$ cat config.mk
export PLATFORM = sky130hd
export DESIGN_NAME = cpcb_ram
export DESIGN_NICKNAME = d
export VERILOG_FILES = /design/src/rtl/assert_macros.svh /design/src/rtl/cpcb_ram.sv
export SDC_FILE = /design/constraint.sdc
export NUM_CORES = 1
export LEC_CHECK = 0
export ABC_AREA = 1
export BUFFER_PORTS_ARGS = -buffer_cell sky130_fd_sc_hd__buf_2
export CORE_AREA = 2 2 83 125
export DETAILED_ROUTE_END_ITERATION = 8
export DIE_AREA = 0 0 85 127
export GPL_TIMING_DRIVEN = 0
export PLACE_DENSITY = 0.82
export SYNTH_ARGS = -nofsm -noshare
export SYNTH_HDL_FRONTEND = slang
export SYNTH_SLANG_ARGS = --single-unit
$ cat constraint.sdc
create_clock -name clock -period 1.6 [get_ports clock]
set_clock_uncertainty 0.05 [all_clocks]
set_input_delay 0.16 -clock clock [delete_from_list [all_inputs] [get_ports clock]]
set_output_delay 0.16 -clock clock [all_outputs]
set_load 0.02 [all_outputs]
$ cat src/rtl/assert_macros.svh
// Assertion helpers shared by the RTL files.
`ifndef ASSERT_MACROS_SVH
`define ASSERT_MACROS_SVH

// Check a property at every rising clock edge outside reset.
`define CPCB_ASSERT(label, clk, rst, prop, msg) \
   label: assert property (@(posedge clk) disable iff (rst) prop) else $error(msg);

// Check that an expression never holds outside reset.
`define CPCB_NEVER(label, clk, rst, expr, msg) \
   `CPCB_ASSERT(label, clk, rst, !(expr), msg)

`endif

$ cat src/rtl/cpcb_ram.sv
module cpcb_ram #(
   parameter int WIDTH = 8,
   parameter int DEPTH = 16
) (
   input  logic                     clock,
   input  logic                     wr_en,
   input  logic [$clog2(DEPTH)-1:0] wr_addr,
   input  logic [WIDTH-1:0]         wr_data,
   input  logic [$clog2(DEPTH)-1:0] rd_addr,
   output logic [WIDTH-1:0]         rd_data
);

   logic [WIDTH-1:0] mem_ff [DEPTH];
   logic [WIDTH-1:0] rd_data_ff;

   always_ff @(posedge clock) begin
      if (wr_en) begin
         mem_ff[wr_addr] <= wr_data;
      end
      rd_data_ff <= mem_ff[rd_addr];
   end

   assign rd_data = rd_data_ff;

endmodule

# == Yosys cells after proc, flatten, opt, wreduce, memory -nomap -nowiden ==
# Memory sizes are Yosys's and may differ from the RTL's. A register that Yosys moved wholly into a read port is not among the register bits.
# Cells that the tools add are included.
# word_totals
out_inout_bits,8
reg_bits,0
memories,1
ram_bits,128
word_cells,3
# classes
muxes,2
# mem_list
memory,depth,width,read_ports,rd_ports_with_merged_regs,wr,line,source
mem_ff,16,8,1,1,1,cpcb_ram.sv:13,logic [WIDTH-1:0] mem_ff [DEPTH];
# ops
cell,count
$mux 1,2

# == Logic depth before layout (Yosys ltp) ==
# Gate-level depths: netlist of the first run.
# depth
depth_word,2
depth_mapped,8
depth_no_buf,7

# == Worst setup path after synthesis of the first run ==
# No wires, ideal clock.
# synth_path
kind,input to register
from,input wr_addr[2]
to,"memory mem_ff[10][0], enable pin"
setup_ns,0.370
path_slack_ns,0.439
cell_stages,2
path_buffers,0
t_required_ns,1.180
t_arrival_ns,0.741
cell_sequence,nand3b_1 > nor2_1
# synth_rtl
element,line,source
"start, declared",cpcb_ram.sv:7,"input logic [$clog2(DEPTH)-1:0] wr_addr,"
"end, declared",cpcb_ram.sv:13,
# Straight into the memory's write port.

# == Final worst setup path of the first run ==
# layout_path
from,input wr_addr[3]
to,"memory mem_ff[7][0], enable pin"
# Straight into the memory's write port.

==> qor.csv, run 1 <==
stage,metric,value,unit
global_route,initial antenna violation count,0,
detailed_routing,DRC errors left,0,
synth,Post-Synth Simple-Gate Area,21.0,%
clocking,hold buffers post-CTS,0,
global_route,GR Util All Layers,26.3,%
floorplan,Initial Utilization,59.9,%
sta,"Setup violations, final",0,
synth,Post-synth EDFFs,128,
synth,synth warn,0,
place,post-DP HPWL,8750,microns
final_layout,Layout area overhead,14.2,%
clocking,CTS buffer count,17,
setup_path,Critical Path RT,1.59,ns
floorplan,die area,10800,sq um
synth,ys async rst share,0,%
detailed_routing,DR WL met2,6700,microns
sta,Worst slew margin,35.8,%
clocking,Sink Count,136,
sta,Tcrit/Tclk final,80.4,%
synth,"top cells by count, synth","nand2_1 (173), edfxtp_1 (128), inv_1 (100), nand3_1 (97), nor2_1 (17)",
global_route,pin count of the biggest net entering global routing,17,
place,PortBufs,22,
synth,Synth Area in Compound Gates,0,%
setup_path,r2r startpoint,mem_ff[6][3],
synth,most frequent cell after synthesis,nand2_1,
synth,top cell type's share of synthesized area,66.7,%
synth,synthesized area per cell,10.5,sq um
clocking,H-tree Lvls,4,
synth,Mapped Cells,551,
synth,"Top FF cell, synth",edfxtp_1,
clocking,root buffer cell,clkbuf_16,
clocking,Max clock buf depth,2,
detailed_routing,DRT antenna net count,0,
global_route,vias in the first global route,3902,
floorplan,Rows,44,
detailed_routing,DR vias/cell,5.67,
detailed_routing,DR vias,4080,
sta,Max Slew Vio Count,0,
global_route,total gr overflow,0,
clocking,clk slew on worst S/H paths,0.06,ns
power_and_ir_drop,Cell Pwr Density,1260,nW/um^2
detailed_routing,drt wl/cell,18.9,microns
floorplan,Core ar.,9630,sq um
setup_path,CP Capture Type,register,
sta,RSZ-0062 raised after global routing,false,
synth,Synth Register Bits,136,
final_layout,fraction of layout cells with a size suffix above 1,12.7,%
setup_path,Setup crit start kind,input pin,
synth,number of distinct library cells after synthesis,12,
global_route,first-pass GRT wire length,20700,microns
setup_path,CP Max Fanout,8,
detailed_routing,met1 wire length,5070,microns
clocking,clk_lat worst skew,0.42,ns
synth,post-synthesis mux area share,0,%
clocking,"Setup Fix Bufs, Post-CTS",0,
power_and_ir_drop,maximum VDD drop,961,uV
setup_path,crit path kind,input pin to register,
worst_hold_path,Hold Crit Start,wr_data[4],
setup_path,crit path launch,wr_addr[3],
synth,Yosys top cell by area,edfxtp_1,
final_layout,Final nets,610,
sta,maximum clock frequency,777,MHz
outcome,outcome,"complete, no violations",
floorplan,# IOs,26,
synth,syn nets,569,
synth,largest family of logic cells by synthesized area,simple AND/OR/NAND/NOR gates,
sta,min Tclk post-route,1.29,ns
floorplan,DIE WIDTH,85,microns
synth,"Seq/Total Area, Yosys",69.4,%
setup_path,Critical Path AT,1.28,ns
final_layout,ANT cells,0,
sta,final setup TNS,0,ns
worst_hold_path,Hold Crit Class,input pin to register,
synth,adder-cell share of the synthesized area,0,%
power_and_ir_drop,P_leak,2.88,nW
detailed_routing,Detailed Routing Iterations Pass 1,6,
run,max-cap violation count,0,
detailed_routing,DR WL met3,1060,microns
synth,Synth Area in XOR/XNOR,0,%
detailed_routing,final WL,13600,microns
detailed_routing,drt initial violations,718,
floorplan,Die Height,127,microns
setup_path,flop2flop setup slack,0.47,ns
sta,Worst Max-Slew Pin Slew,0.960,ns
final_layout,design area,6590,sq um
sta,Final Hold Violating Endpoints,0,
place,final RePlAce weighted congestion,0.943,
synth,Synth area leaders,"edfxtp_1 (67%), nand2_1 (11%), nand3_1 (8.4%)",
detailed_routing,DR top layer,met4,
clocking,CTS tree,done,
place,Post-DP Area,6020,sq um
clocking,# resized after CTS,0,
synth,Post-Syn Area,5770,sq um
worst paths after layout:
path,to,depth (start not counted)
max reg2reg,rd_data[3],6
min reg2reg,rd_data[7],6
min,mem_ff[3][4],1
max,mem_ff[7][0],3
power by group:
part | total, W | internal (W) | switching, W
clock | 0.00373 | 0.00227 | 0.00145
sequential | 0.00401 | 0.00398 | 0.0000213
combinational | 0.000538 | 0.000153 | 0.000385
total | 0.00827 | 0.00641 | 0.00186
sequential cells by signal, indices dropped and copies added, names as in the netlist:
signal	count
mem_ff	128
rd_data	8
worst max-delay path, cell delays in order:
cell	delay, ns
buf_2	0.12
nand3b_1	0.23
nor2_1	0.77
area by class of cell:
cell class / count / area [sq um]
multi-input cells: 289 / 1210
well taps: 115 / 144
plain buffers: 24 / 166
flip-flops and latches: 136 / 4000
clock inverters: 13 / 131
fillers: 643 / 3050
repair buffers: 22 / 110
inverters: 102 / 383
clock buffers: 19 / 433
per-stage QoR:
step,setup WS [ns],hold WS (ns),instances,total power [W],utilization [%]
after floorplan,0.439,0.209,551,0.00439,-
after global placement,-0.0885,0.521,688,0.00458,62.5
after detailed placement,-0.131,0.524,688,0.00460,62.5
after CTS,0.304,0.0958,720,0.00827,68.4
after global routing,0.264,0.104,720,0.00846,68.4
final,0.313,0.104,720,0.00827,68.4
per-layer routing:
layer	vias to the layer above	GRT usage [%]
li1	1855	-
met1	1900	32.3
met2	262	42.4
met3	63	7.24
met4	0	13.5
met5	-	0
logic make-up (layout without fill, tap and decap cells):
| kind of cell | count (synthesis) | in the layout |
|---|---|---|
| buf+inv | 126 | 180 |
| flops | 136 | 136 |
| simple gates | 289 | 289 |
layout by cell type, fill, tap and decap left out:
master and instances:
buf_6 6, nor2_1 17, clkinvlp_4 5, inv_2 2, bufinv_16 2, clkinv_2 5, clkbuf_16 17, nand2_1 173
dfxtp_1 8, clkbuf_1 2, nand3b_1 2, inv_1 100, edfxtp_1 128, nand3_1 97, buf_1 1, buf_4 4
clkinv_4 1, buf_2 35
Power figures use the tool's default switching activity.
==> run 2, diff against run 1 <==
==> constraint.sdc (replaced) <==
create_clock -name clock -period 1.2 [get_ports clock]
set_clock_uncertainty 0.05 [all_clocks]
set_input_delay 0.12 -clock clock [delete_from_list [all_inputs] [get_ports clock]]
set_output_delay 0.12 -clock clock [all_outputs]
set_load 0.02 [all_outputs]
==> run 2 against run 1 <==
Effect of this change: the run now ends with negative setup slack left; register-to-register slack got worse by 0.43 ns; utilization is 0.052 points higher; sequential power rose by 33%; largest cell class unchanged; power grew 33%; worst hold slack worse by 0.034 ns; clock-buffer cell count unchanged; largest power group unchanged.
==> qor.csv, run 2 (synthesis results as in run 1) <==
stage,metric,value,unit,change
outcome,outcome,finished with violations,,
outcome,failing checks,negative setup slack,,
floorplan,die area,10800,sq um,unchanged
sta,Tcrit/Tclk final,106,%,
place,final RePlAce weighted congestion,0.943,,unchanged
detailed_routing,DR vias/cell,5.64,,-0.51%
final_layout,ANT cells,0,,unchanged
detailed_routing,DRT antenna net count,0,,unchanged
global_route,initial antenna violation count,0,,unchanged
setup_path,CP endpoint,mem_ff[7][2],,
floorplan,Initial Utilization,59.9,%,unchanged
sta,RSZ-0062 raised after global routing,true,,
sta,Max Slew Vio Count,0,,unchanged
sta,Setup WS post-layout,-0.0723,ns,-0.386 ns
floorplan,# IOs,26,,unchanged
clocking,H-tree Lvls,4,,unchanged
global_route,GR Util All Layers,26.3,%,unchanged
power_and_ir_drop,internal power,0.00855,W,+33%
clocking,clk slew on worst S/H paths,0.06,ns,about the same
setup_path,CP Max Fanout,8,,unchanged
detailed_routing,DR vias,4059,,-0.51%
detailed_routing,Detailed Routing Iterations Pass 1,7,,+1
power_and_ir_drop,Gate power share,6.5,%,about the same
setup_path,Critical Path RT,1.19,ns,-0.40 ns
sta,Worst slew margin,34.2,%,-1.6 points
final_layout,Final nets,610,,unchanged
setup_path,CP Capture Type,register,,
final_layout,Reg area,4000,sq um,unchanged
setup_path,r2r startpoint,mem_ff[6][3],,
power_and_ir_drop,Total Power,0.0110,W,+33%
floorplan,Rows,44,,unchanged
setup_path,crit path kind,input pin to register,,
floorplan,Core ar.,9630,sq um,unchanged
detailed_routing,DRC errors left,0,,unchanged
setup_path,Setup crit start kind,input pin,,
final_layout,largest register by flop count,mem_ff,,
clocking,CTS tree,done,,
setup_path,Critical Path AT,1.26,ns,-0.02 ns
final_layout,final std cells w/o fill,720,,unchanged
clocking,Sink Count,136,,unchanged
sta,min Tclk post-route,1.27,ns,
final_layout,max FFs per register,128,,unchanged
sta,final setup TNS,-1.37,ns,-1.37 ns
power_and_ir_drop,Seq pwr share,48.4,%,about the same
global_route,vias in the first global route,3902,,unchanged
detailed_routing,drt initial violations,625,,-13%
clocking,CTS buffer count,17,,unchanged
setup_path,flop2flop setup slack,0.04,ns,-0.43 ns
global_route,first-pass GRT wire length,20700,microns,unchanged
final_layout,fraction of layout cells with a size suffix above 1,13.1,%,+0.33 points
run,max-cap violation count,0,,unchanged
sta,"Setup violations, final",32,,+32
power_and_ir_drop,Sw Share,22.5,%,about the same
power_and_ir_drop,maximum VDD drop,1290,uV,+35%
power_and_ir_drop,Cell Pwr Density,1670,nW/um^2,+33%
sta,Final Hold Violating Endpoints,0,,unchanged
sta,Worst Max-Slew Pin Slew,0.983,ns,+0.0233 ns
final_layout,"commonest non-fill, non-tap cell in the layout",nand2_1,,
detailed_routing,drt wl/cell,18.8,microns,-0.16%
clocking,clk_lat worst skew,0.42,ns,about the same
floorplan,Die Height,127,microns,unchanged
sta,maximum clock frequency,786,MHz,
setup_path,R2R depth,6,,unchanged
final_layout,Fill cells,642,,-0.16%
clocking,root buffer cell,clkbuf_16,,
place,PortBufs,22,,unchanged
global_route,total gr overflow,0,,unchanged
power_and_ir_drop,P_leak,2.87,nW,about the same
power_and_ir_drop,sw power,0.00248,W,+33%
final_layout,"commonest non-fill, non-tap cells in the layout","nand2_1 (173), edfxtp_1 (128), inv_1 (100), nand3_1 (97), buf_2 (35)",,
setup_path,crit path launch,wr_addr[3],,
place,post-DP HPWL,8750,microns,unchanged
global_route,pin count of the biggest net entering global routing,17,,unchanged
final_layout,Multi-input gate area,1220,sq um,+0.41%
final_layout,Layout area overhead,14.3,%,about the same
place,Post-Place Cells,688,,unchanged
worst_hold_path,Hold Crit Class,input pin to register,,
power_and_ir_drop,clock share of power,45.1,%,about the same
clocking,Max clock buf depth,2,,unchanged
detailed_routing,final WL,13600,microns,-0.16%
floorplan,DIE WIDTH,85,microns,unchanged
setup_path,R2R Path End,rd_data[3],,
-- run 2: cell types whose count changed in the layout (fill, tap and decap cells not counted) --
cell	delta
nor2_1	-2
nor2_2	+2
-- run 2: layout make-up --
class / instances / area share (%)
Timing Repair Buffer: 22 / 1.67
Tap cell: 115 / 2.18
Sequential cell: 136 / 60.8
Multi-Input combinational cell: 289 / 18.5
Clock buffer: 19 / 6.57
Buffer: 24 / 2.53
Clock inverter: 13 / 1.99
Inverter: 102 / 5.81
-- run 2: worst max-delay path: stages --
cell and delay, ns:
buf_2 0.12, nand3b_1 0.24, nor2_1 0.79
-- run 2: repair_timing --
item,in CTS,in global routing
hold buffers,0,0
resized for setup,0,2
setup buffers,0,0
endpoints found under the setup margin,24,48
-- run 2: power by group through the flow --
stage	registers, W	logic (W)	clock network [W]
6_report	0.00534	0.000719	0.00497
5_1_grt	0.00535	0.000772	0.00516
4_1_cts	0.00534	0.000703	0.00498
3_5_place_dp	0.00544	0.000695	0
3_3_place_gp	0.00543	0.000671	0
2_1_floorplan	0.00547	0.000375	0
-- run 2: how the worst min path moves through the flow --
stage	cells past startpoint	startpoint	to
after floorplan	0	wr_data[0]	mem_ff[0][0]
after global placement	1	wr_data[5]	mem_ff[14][5]
after detailed placement	1	rd_data[5]	rd_data[5]
after CTS	1	wr_data[4]	mem_ff[10][4]
after global routing	1	wr_data[4]	mem_ff[10][4]
final	1	wr_data[4]	mem_ff[2][4]
-- run 2: metrics by stage --
step                hold slack, ns  utilization (%)  worst slack (ns)  cell area [sq um]
floorplan                    0.169                -            0.0792               5770
global placement             0.481             62.5            -0.448               6020
detailed placement           0.484             62.5            -0.491               6020
CTS                         0.0558             68.4           -0.0562               6590
global route                0.0638             68.4           -0.0962               6590
finish                      0.0692             68.4           -0.0723               6590
-- run 2: layer usage --
metal | GRT usage, % | vias to the layer above | share of wire [%]
met5 | 0 | - | 0
met4 | 13.5 | 0 | 5.2
met3 | 7.24 | 47 | 8.0
met2 | 42.4 | 242 | 50
met1 | 32.3 | 1919 | 37
li1 | - | 1851 | -
